$ cat config.mk
export PLATFORM = sky130hd
export DESIGN_NAME = tap_code_button_decoder_top
export DESIGN_NICKNAME = d
export VERILOG_FILES = /design/src/rtl/tcbd_pkg.sv /design/src/rtl/tcbd_cfg_regs.sv /design/src/rtl/tcbd_core.sv /design/src/rtl/tcbd_skid.sv /design/src/rtl/tap_code_button_decoder_top.sv
export SDC_FILE = /design/constraint.sdc
export NUM_CORES = 1
export LEC_CHECK = 0
export ABC_AREA = 0
export BUFFER_PORTS_ARGS = -buffer_cell sky130_fd_sc_hd__buf_2
export CAP_MARGIN = 40
export CORE_ASPECT_RATIO = 0.9
export CORE_MARGIN = 10
export CORE_UTILIZATION = 65
export DETAILED_ROUTE_END_ITERATION = 6
export PLACE_DENSITY_LB_ADDON = 0.12
export SYNTH_ARGS = -nofsm -noshare
export SYNTH_HDL_FRONTEND = slang
export SYNTH_SLANG_ARGS = --single-unit
$ cat constraint.sdc
create_clock -name clk -period 11.2 [get_ports clk]
set_input_delay 1.12 -clock clk [delete_from_list [all_inputs] [get_ports clk]]
set_output_delay 1.12 -clock clk [all_outputs]
set_load 0.1 [all_outputs]
$ cat src/rtl/tcbd_pkg.sv
// Shared types and constants of the tap code button decoder.
`timescale 1ns / 1ps

package tcbd_pkg;

    localparam int unsigned SQUARE_SIDE = 5;

    localparam int unsigned CFG_INDEX_W = 2;
    localparam int unsigned CFG_DATA_W = 16;

    localparam logic [CFG_INDEX_W-1:0] CFG_PRESS_TIMEOUT = 2'd0;
    localparam logic [CFG_INDEX_W-1:0] CFG_WORD_TIMEOUT = 2'd1;
    localparam logic [CFG_INDEX_W-1:0] CFG_MAX_LETTERS = 2'd2;

    localparam logic [15:0] PRESS_TIMEOUT_RESET = 16'd500;
    localparam logic [15:0] WORD_TIMEOUT_RESET = 16'd2000;
    localparam logic [7:0] MAX_LETTERS_RESET = 8'd32;

    localparam logic [15:0] IDLE_MAX = 16'hFFFF;

    localparam logic MODE_TICK = 1'b0;
    localparam logic MODE_CLEAR = 1'b1;

    typedef struct packed {
        logic [15:0] press_timeout_ms;
        logic [15:0] word_timeout_ms;
        logic [7:0]  max_letters;
    } cfg_t;

    typedef struct packed {
        logic [2:0] row_pending;
        logic       word_done;
        logic [7:0] letters_in_word;
        logic [7:0] letter_position;
        logic [4:0] letter_cell;
        logic       letter_valid;
    } result_t;

endpackage

$ cat src/rtl/tcbd_cfg_regs.sv
// Configuration registers of the tap code button decoder.
`timescale 1ns / 1ps

module tcbd_cfg_regs
(
    input  logic                               clk,
    input  logic                               rst_n,
    input  logic                               cfg_valid,
    output logic                               cfg_ready,
    input  logic [tcbd_pkg::CFG_INDEX_W-1:0]   cfg_index,
    input  logic [tcbd_pkg::CFG_DATA_W-1:0]    cfg_data,
    output tcbd_pkg::cfg_t                     cfg
);

    tcbd_pkg::cfg_t cfg_reg;
    tcbd_pkg::cfg_t cfg_next;

    assign cfg_ready = 1'b1;
    assign cfg = cfg_reg;

    always_comb
    begin
        cfg_next = cfg_reg;
        if (cfg_valid)
        begin
            unique case (cfg_index)
                tcbd_pkg::CFG_PRESS_TIMEOUT: cfg_next.press_timeout_ms = cfg_data;
                tcbd_pkg::CFG_WORD_TIMEOUT:  cfg_next.word_timeout_ms = cfg_data;
                tcbd_pkg::CFG_MAX_LETTERS:   cfg_next.max_letters = cfg_data[7:0];
                default:                     cfg_next = cfg_reg;
            endcase
        end
    end

    always_ff @(posedge clk or negedge rst_n)
    begin
        if (!rst_n)
        begin
            cfg_reg.press_timeout_ms <= tcbd_pkg::PRESS_TIMEOUT_RESET;
            cfg_reg.word_timeout_ms <= tcbd_pkg::WORD_TIMEOUT_RESET;
            cfg_reg.max_letters <= tcbd_pkg::MAX_LETTERS_RESET;
        end
        else
        begin
            cfg_reg <= cfg_next;
        end
    end

endmodule

$ cat src/rtl/tcbd_core.sv
// Decoder state and the single-pass update for one tick or clear item.
`timescale 1ns / 1ps

module tcbd_core
(
    input  logic               clk,
    input  logic               rst_n,
    input  logic               accept,
    input  logic               mode,
    input  logic               button_down,
    input  tcbd_pkg::cfg_t     cfg,
    output tcbd_pkg::result_t  result
);

    logic        held_reg;
    logic        held_next;
    logic [2:0]  press_count_reg;
    logic [2:0]  press_count_next;
    logic [2:0]  row_sel_reg;
    logic [2:0]  row_sel_next;
    logic [2:0]  column_sel_reg;
    logic [2:0]  column_sel_next;
    logic [15:0] idle_ticks_reg;
    logic [15:0] idle_ticks_next;
    logic [7:0]  letter_count_reg;
    logic [7:0]  letter_count_next;
    logic        finished_reg;
    logic        finished_next;

    logic [2:0]  row_m1;
    logic [2:0]  column_m1;
    logic [5:0]  cell_sum;

    always_comb
    begin
        held_next = held_reg;
        press_count_next = press_count_reg;
        row_sel_next = row_sel_reg;
        column_sel_next = column_sel_reg;
        idle_ticks_next = idle_ticks_reg;
        letter_count_next = letter_count_reg;
        finished_next = finished_reg;
        row_m1 = 3'd0;
        column_m1 = 3'd0;
        cell_sum = 6'd0;
        result = '0;

        if (mode == tcbd_pkg::MODE_CLEAR)
        begin
            row_sel_next = 3'd0;
            column_sel_next = 3'd0;
            finished_next = 1'b0;
            letter_count_next = 8'd0;
        end
        else
        begin
            if (idle_ticks_reg != tcbd_pkg::IDLE_MAX)
            begin
                idle_ticks_next = idle_ticks_reg + 16'd1;
            end

            if (button_down && !held_reg)
            begin
                held_next = 1'b1;
                idle_ticks_next = 16'd0;
                press_count_next = press_count_reg + 3'd1;
            end
            else if (!button_down && held_reg)
            begin
                held_next = 1'b0;
            end

            if ((press_count_next != 3'd0 && idle_ticks_next > cfg.press_timeout_ms) ||
                press_count_next == 3'(tcbd_pkg::SQUARE_SIDE))
            begin
                if (row_sel_next == 3'd0)
                begin
                    row_sel_next = press_count_next;
                    press_count_next = 3'd0;
                    idle_ticks_next = 16'd0;
                end
                else if (column_sel_next == 3'd0)
                begin
                    column_sel_next = press_count_next;
                    press_count_next = 3'd0;
                    idle_ticks_next = 16'd0;
                end

                if (row_sel_next != 3'd0 && column_sel_next != 3'd0)
                begin
                    if (letter_count_reg < cfg.max_letters)
                    begin
                        row_m1 = row_sel_next - 3'd1;
                        column_m1 = column_sel_next - 3'd1;
                        cell_sum = 6'(row_m1) * 6'(tcbd_pkg::SQUARE_SIDE) + 6'(column_m1);
                        result.letter_valid = 1'b1;
                        result.letter_cell = cell_sum[4:0];
                        result.letter_position = letter_count_reg;
                        letter_count_next = letter_count_reg + 8'd1;
                    end
                    row_sel_next = 3'd0;
                    column_sel_next = 3'd0;
                end
            end

            if (press_count_next == 3'd0 && idle_ticks_next > cfg.word_timeout_ms)
            begin
                if (row_sel_next != 3'd0)
                begin
                    row_sel_next = 3'd0;
                end
                else if (letter_count_next != 8'd0 && !finished_next)
                begin
                    finished_next = 1'b1;
                end
            end
        end

        result.letters_in_word = letter_count_next;
        result.word_done = finished_next;
        result.row_pending = row_sel_next;
    end

    always_ff @(posedge clk or negedge rst_n)
    begin
        if (!rst_n)
        begin
            held_reg <= 1'b0;
            press_count_reg <= 3'd0;
            row_sel_reg <= 3'd0;
            column_sel_reg <= 3'd0;
            idle_ticks_reg <= 16'd0;
            letter_count_reg <= 8'd0;
            finished_reg <= 1'b0;
        end
        else if (accept)
        begin
            held_reg <= held_next;
            press_count_reg <= press_count_next;
            row_sel_reg <= row_sel_next;
            column_sel_reg <= column_sel_next;
            idle_ticks_reg <= idle_ticks_next;
            letter_count_reg <= letter_count_next;
            finished_reg <= finished_next;
        end
    end

endmodule

$ cat src/rtl/tcbd_skid.sv
// Output register with a skid stage for result items.
`timescale 1ns / 1ps

module tcbd_skid
(
    input  logic               clk,
    input  logic               rst_n,
    input  logic               in_valid,
    output logic               in_ready,
    input  tcbd_pkg::result_t  in_data,
    output logic               out_valid,
    input  logic               out_ready,
    output tcbd_pkg::result_t  out_data
);

    logic              out_valid_reg;
    logic              out_valid_next;
    tcbd_pkg::result_t out_data_reg;
    tcbd_pkg::result_t out_data_next;
    logic              skid_valid_reg;
    logic              skid_valid_next;
    tcbd_pkg::result_t skid_data_reg;
    tcbd_pkg::result_t skid_data_next;
    logic              push;
    logic              pop;

    assign in_ready = !skid_valid_reg;
    assign out_valid = out_valid_reg;
    assign out_data = out_data_reg;
    assign push = in_valid && in_ready;
    assign pop = out_valid_reg && out_ready;

    always_comb
    begin
        out_valid_next = out_valid_reg;
        out_data_next = out_data_reg;
        skid_valid_next = skid_valid_reg;
        skid_data_next = skid_data_reg;
        if (pop)
        begin
            if (skid_valid_reg)
            begin
                out_data_next = skid_data_reg;
                skid_valid_next = 1'b0;
            end
            else
            begin
                out_valid_next = push;
                out_data_next = in_data;
            end
        end
        else if (push)
        begin
            if (!out_valid_reg)
            begin
                out_valid_next = 1'b1;
                out_data_next = in_data;
            end
            else
            begin
                skid_valid_next = 1'b1;
                skid_data_next = in_data;
            end
        end
    end

    always_ff @(posedge clk or negedge rst_n)
    begin
        if (!rst_n)
        begin
            out_valid_reg <= 1'b0;
            skid_valid_reg <= 1'b0;
        end
        else
        begin
            out_valid_reg <= out_valid_next;
            skid_valid_reg <= skid_valid_next;
        end
    end

    always_ff @(posedge clk)
    begin
        out_data_reg <= out_data_next;
        skid_data_reg <= skid_data_next;
    end

endmodule

$ cat src/rtl/tap_code_button_decoder_top.sv
// Top level of the tap code button decoder.
`timescale 1ns / 1ps

// Each input item is either a one-millisecond tick carrying the debounced
// button level or a command that clears the word; every item gives exactly
// one result item.
// The input channel carries the kind of item in s_axis_tuser and the button
// level in s_axis_tdata. The output channel flags a decoded letter in
// m_axis_tuser and carries the cell index, letter position, letter count,
// word-finished flag and pending row in m_axis_tdata.
// The configuration channel writes the press timeout, the word timeout and
// the letter limit; it is always ready and should only be used while idle.
// An item is processed in the cycle it is accepted, and its result is
// registered in the output stage. One item is accepted every cycle while
// the skid stage is empty. When the receiver stalls, one further item is
// held in a skid stage and s_axis_tready then drops until the output drains.
// Reset clears all decoder state, loads the register defaults (500, 2000
// and 32) and empties the output stages.
module tap_code_button_decoder_top
(
    input  logic                               clk,
    input  logic                               rst_n,
    input  logic                               s_axis_tvalid,
    output logic                               s_axis_tready,
    input  logic [7:0]                         s_axis_tdata,   // button_down
    input  logic                               s_axis_tuser,   // mode
    output logic                               m_axis_tvalid,
    input  logic                               m_axis_tready,
    // letter_cell, letter_position, letters_in_word, word_done, row_pending
    output logic [31:0]                        m_axis_tdata,
    output logic                               m_axis_tuser,   // letter_valid
    input  logic                               cfg_valid,
    output logic                               cfg_ready,
    input  logic [tcbd_pkg::CFG_INDEX_W-1:0]   cfg_index,
    input  logic [tcbd_pkg::CFG_DATA_W-1:0]    cfg_data
);

    tcbd_pkg::cfg_t    cfg;
    tcbd_pkg::result_t core_result;
    tcbd_pkg::result_t out_result;
    logic              accept;

    assign accept = s_axis_tvalid && s_axis_tready;

    tcbd_cfg_regs u_cfg_regs
    (
        .clk       (clk),
        .rst_n     (rst_n),
        .cfg_valid (cfg_valid),
        .cfg_ready (cfg_ready),
        .cfg_index (cfg_index),
        .cfg_data  (cfg_data),
        .cfg       (cfg)
    );

    tcbd_core u_core
    (
        .clk         (clk),
        .rst_n       (rst_n),
        .accept      (accept),
        .mode        (s_axis_tuser),
        .button_down (s_axis_tdata[0]),
        .cfg         (cfg),
        .result      (core_result)
    );

    tcbd_skid u_skid
    (
        .clk       (clk),
        .rst_n     (rst_n),
        .in_valid  (s_axis_tvalid),
        .in_ready  (s_axis_tready),
        .in_data   (core_result),
        .out_valid (m_axis_tvalid),
        .out_ready (m_axis_tready),
        .out_data  (out_result)
    );

    assign m_axis_tuser = out_result.letter_valid;
    assign m_axis_tdata = {7'd0, out_result.row_pending, out_result.word_done,
                           out_result.letters_in_word, out_result.letter_position,
                           out_result.letter_cell};

endmodule

==> reports/results.tsv <==
metric	value	unit
H-tree depth	4	
detailed-route vias per instance	5.82	
port buffer count	52	
top-area cell type share of the netlist area	0.215	
final core utilization	0.764	
Vias	5351	
critical path launch point type	register	
pin count of the biggest net entering global routing	43	
net total in the final layout	843	
post-CTS setup buffers	0	
Placement Cell Area	7790	um^2
# diodes	0	
clock root buffer master	sky130_fd_sc_hd__clkbuf_16	
residual overflow from global routing	0	
post-synthesis register bit count	129	
Cell Area, Synth	7430	um^2
buffer depth of the longest clock path	2	
leading cell type in the layout, fill and taps excluded	sky130_fd_sc_hd__nand2_1	
core area	11000	um^2
async set or reset register ratio after synthesis	0.597	
Synth cell types	63	
gp weighted congestion	0.882	
number of gates resized after CTS	0	
most frequent cells in the layout	sky130_fd_sc_hd__nand2_1 (76), sky130_fd_sc_hd__dfrtp_1 (64), sky130_fd_sc_hd__ha_1 (55)	
hold violation count in the final report	0	
run status	finished, final reports clean	
fraction of layout cells with a size suffix above 1	0.228	
Layout Skew	0.00537	ns
routed wirelength normalized by instance count	16.8	um
post-synthesis cell type with the largest combined area	sky130_fd_sc_hd__dfrtp_1	
first-pass iteration count of the detailed router	5	
EDFF count, synth	52	
total global routing track utilization	0.199	
proportion of synthesized chip area in sequential cells	0.472	
Worst Reg2Reg Path Length in Cells	22	
final count of pins violating max slew	0	
area growth from synthesis to final layout	13.0	%
initial core utilization	0.676	
leading register cell type out of synthesis	sky130_fd_sc_hd__dfrtp_1	
worst path arrival time	6.71	ns
sum of routed wire length over all layers	15400	um
FMAX	153	MHz
Relative slew margins	0.441	
final hold slack	0.498	ns
Die Outline Area	16100	um^2
time the final worst path needs with I/O delays and setup	6.56	ns
remaining number of nets flagged by the antenna check after routing	0	
Critical Path Fanout Max	13	
estimated wirelength of the detail-placed design	11100	um
unrepaired setup endpoints after global routing	false	
Overall Power	0.00249	W
required time of the critical path	11.35	ns
cell types with the largest area share after synthesis	sky130_fd_sc_hd__dfrtp_1 (22%), sky130_fd_sc_hd__edfxtp_1 (21%), sky130_fd_sc_hd__ha_1 (9.3%)	
number of rows created at floorplan	36	
summed area of non-filler cells in the final layout	8400	um^2
hold-fix buffers at CTS	0	
total number of clock tree sinks	129	
number of DRC markers in iteration 0	395	
slew at the pin with the worst max-slew slack	0.837	ns
power density cells	296	nW/um^2
endpoint kind of the worst setup timing path	register	
clock tree from TritonCTS	done	
antenna violations before repair	0	
classification of the worst-slack hold path	reg2reg	
total clock buffers created by CTS	17	
total negative setup slack	0	ns
synthesized instance count	709	
Die Span X	133	um
setup-violating endpoint count in the final report	0	
drt drc	0	
leakage	3.80	nW
number of max-cap violations	0	
final critical-path share of the clock period	0.585	
VDD IR max	0.000212	V
via count of the first global-routing pass	5461	
Largest register FFs	40	
first-pass GRT wire length	26200	um
die boundary height	121	um
mean instance size in the synthesized netlist	10.5	um^2
number of warnings issued by yosys	0	
IO Count	68	
clock latency at the later pin of the worst-skew pair	0.42	ns
post-CTS clock slew at the launch and capture registers of the worst setup and hold paths	0.06	ns
critical path class	reg2reg	
Worst Hold Path Cells	1	
[power by group]
part	switching (W)	internal, W
Sequential	0.0000524	0.000607
Clock	0.000217	0.000353
Combinational	0.000845	0.000412
Total	0.00111	0.00137
[final cells by class]
type / instances / area (um^2)
Timing Repair Buffer: 59 / 335
Clock inverter: 15 / 184
Clock buffer: 17 / 425
Fill cell: 749 / 2590
Tap cell: 152 / 190
Sequential cell: 129 / 3500
Inverter: 52 / 195
Multi-Input combinational cell: 496 / 3560
[worst paths after layout]
check,from,end,slack [ns]
setup / recovery,u_core.idle_ticks_reg[0],u_skid.out_data[22],4.64
hold / removal,u_cfg_regs.cfg[0],u_cfg_regs.cfg[0],0.50
setup reg to reg,u_core.idle_ticks_reg[0],u_skid.out_data[22],4.64
hold reg to reg,u_cfg_regs.cfg[0],u_cfg_regs.cfg[0],0.50
max in group asynchronous,rst_n,u_cfg_regs.cfg[26],9.91
min in group asynchronous,rst_n,u_cfg_regs.cfg[33],0.66
[logic make-up (layout without fill, tap and decap cells)]
| family | after synthesis | after routing | share of synthesized area |
|---|---|---|---|
| AND/OR/NAND/NOR | 231 | 231 | 0.157 |
| multiplexers | 57 | 57 | 0.0850 |
| adder cells (fa/ha/maj) | 56 | 56 | 0.0953 |
| flip-flops | 129 | 129 | 0.472 |
| AO/OA/AOI/OAI | 117 | 117 | 0.105 |
| other | 2 | 8 | 0.00101 |
| buffers and inverters | 90 | 143 | 0.0537 |
| XOR/XNOR | 27 | 27 | 0.0318 |
[synth_stat cells (2+ instances only)]
cell                        n
sky130_fd_sc_hd__buf_2      3
sky130_fd_sc_hd__a211oi_1   6
sky130_fd_sc_hd__o21bai_1   2
sky130_fd_sc_hd__a21oi_1   21
sky130_fd_sc_hd__nand2_1   76
sky130_fd_sc_hd__mux2_2    49
sky130_fd_sc_hd__nor2b_1    6
sky130_fd_sc_hd__nor3_1    11
sky130_fd_sc_hd__conb_1     2
sky130_fd_sc_hd__inv_1     52
sky130_fd_sc_hd__nand3b_1   3
sky130_fd_sc_hd__buf_4      9
sky130_fd_sc_hd__ha_1      55
sky130_fd_sc_hd__xor2_1    16
sky130_fd_sc_hd__nor3b_1    3
sky130_fd_sc_hd__nand2b_1   3
sky130_fd_sc_hd__clkbuf_1  21
sky130_fd_sc_hd__nor2_1    53
sky130_fd_sc_hd__o21ai_1    7
sky130_fd_sc_hd__a31oi_1    4
sky130_fd_sc_hd__edfxtp_1  52
sky130_fd_sc_hd__o211ai_1   2
sky130_fd_sc_hd__nand3_1   11
sky130_fd_sc_hd__and3_1    20
sky130_fd_sc_hd__nand4_1   14
sky130_fd_sc_hd__nor3_2     9
sky130_fd_sc_hd__dfstp_2   13
sky130_fd_sc_hd__and4_1     4
sky130_fd_sc_hd__or4_1      2
sky130_fd_sc_hd__o21ai_0   35
sky130_fd_sc_hd__mux2i_1    8
sky130_fd_sc_hd__nor4_1     4
sky130_fd_sc_hd__buf_6      3
sky130_fd_sc_hd__o31ai_1   18
sky130_fd_sc_hd__and2_1     6
sky130_fd_sc_hd__a21o_1     6
sky130_fd_sc_hd__dfrtp_1   64
sky130_fd_sc_hd__xnor2_1   11
[stage by stage]
stage	worst slack [ns]	std cells
4_1_cts	4.68	920
5_1_grt	4.34	920
6_report	4.64	920
3_5_place_dp	4.73	888
2_1_floorplan	5.47	715
3_3_place_gp	4.90	886
[routing by layer]
| metal | GRT usage | vias up | part of all wire |
|---|---|---|---|
| met5 | 0 | - | 0 |
| met4 | 0.0604 | 0 | 0.016 |
| met1 | 0.229 | 2573 | 0.42 |
| met2 | 0.348 | 147 | 0.51 |
| met3 | 0.0629 | 23 | 0.054 |
| li1 | - | 2608 | - |
[critical path: stages, from the launching register on]
cell and delay (ns):
sky130_fd_sc_hd__dfrtp_1 0.43, sky130_fd_sc_hd__ha_1 0.21, sky130_fd_sc_hd__and3_1 0.30, sky130_fd_sc_hd__nand4_1 0.24, sky130_fd_sc_hd__or3_4 0.54, sky130_fd_sc_hd__nand3_1 0.14
sky130_fd_sc_hd__xor2_1 0.28, sky130_fd_sc_hd__nor2_1 0.07, sky130_fd_sc_hd__ha_1 0.32, sky130_fd_sc_hd__nand4_1 0.15, sky130_fd_sc_hd__a2111o_1 0.45, sky130_fd_sc_hd__a31oi_2 0.54
sky130_fd_sc_hd__nor2b_4 0.55, sky130_fd_sc_hd__nor3_1 0.17, sky130_fd_sc_hd__ha_1 0.33, sky130_fd_sc_hd__nand3_1 0.08, sky130_fd_sc_hd__o21bai_1 0.06, sky130_fd_sc_hd__a211oi_1 0.30
sky130_fd_sc_hd__o21ai_0 0.17, sky130_fd_sc_hd__a211o_1 0.37, sky130_fd_sc_hd__and3_1 0.21, sky130_fd_sc_hd__o21ai_0 0.21, sky130_fd_sc_hd__o41ai_2 0.13
(Power assumes the default switching activity.)
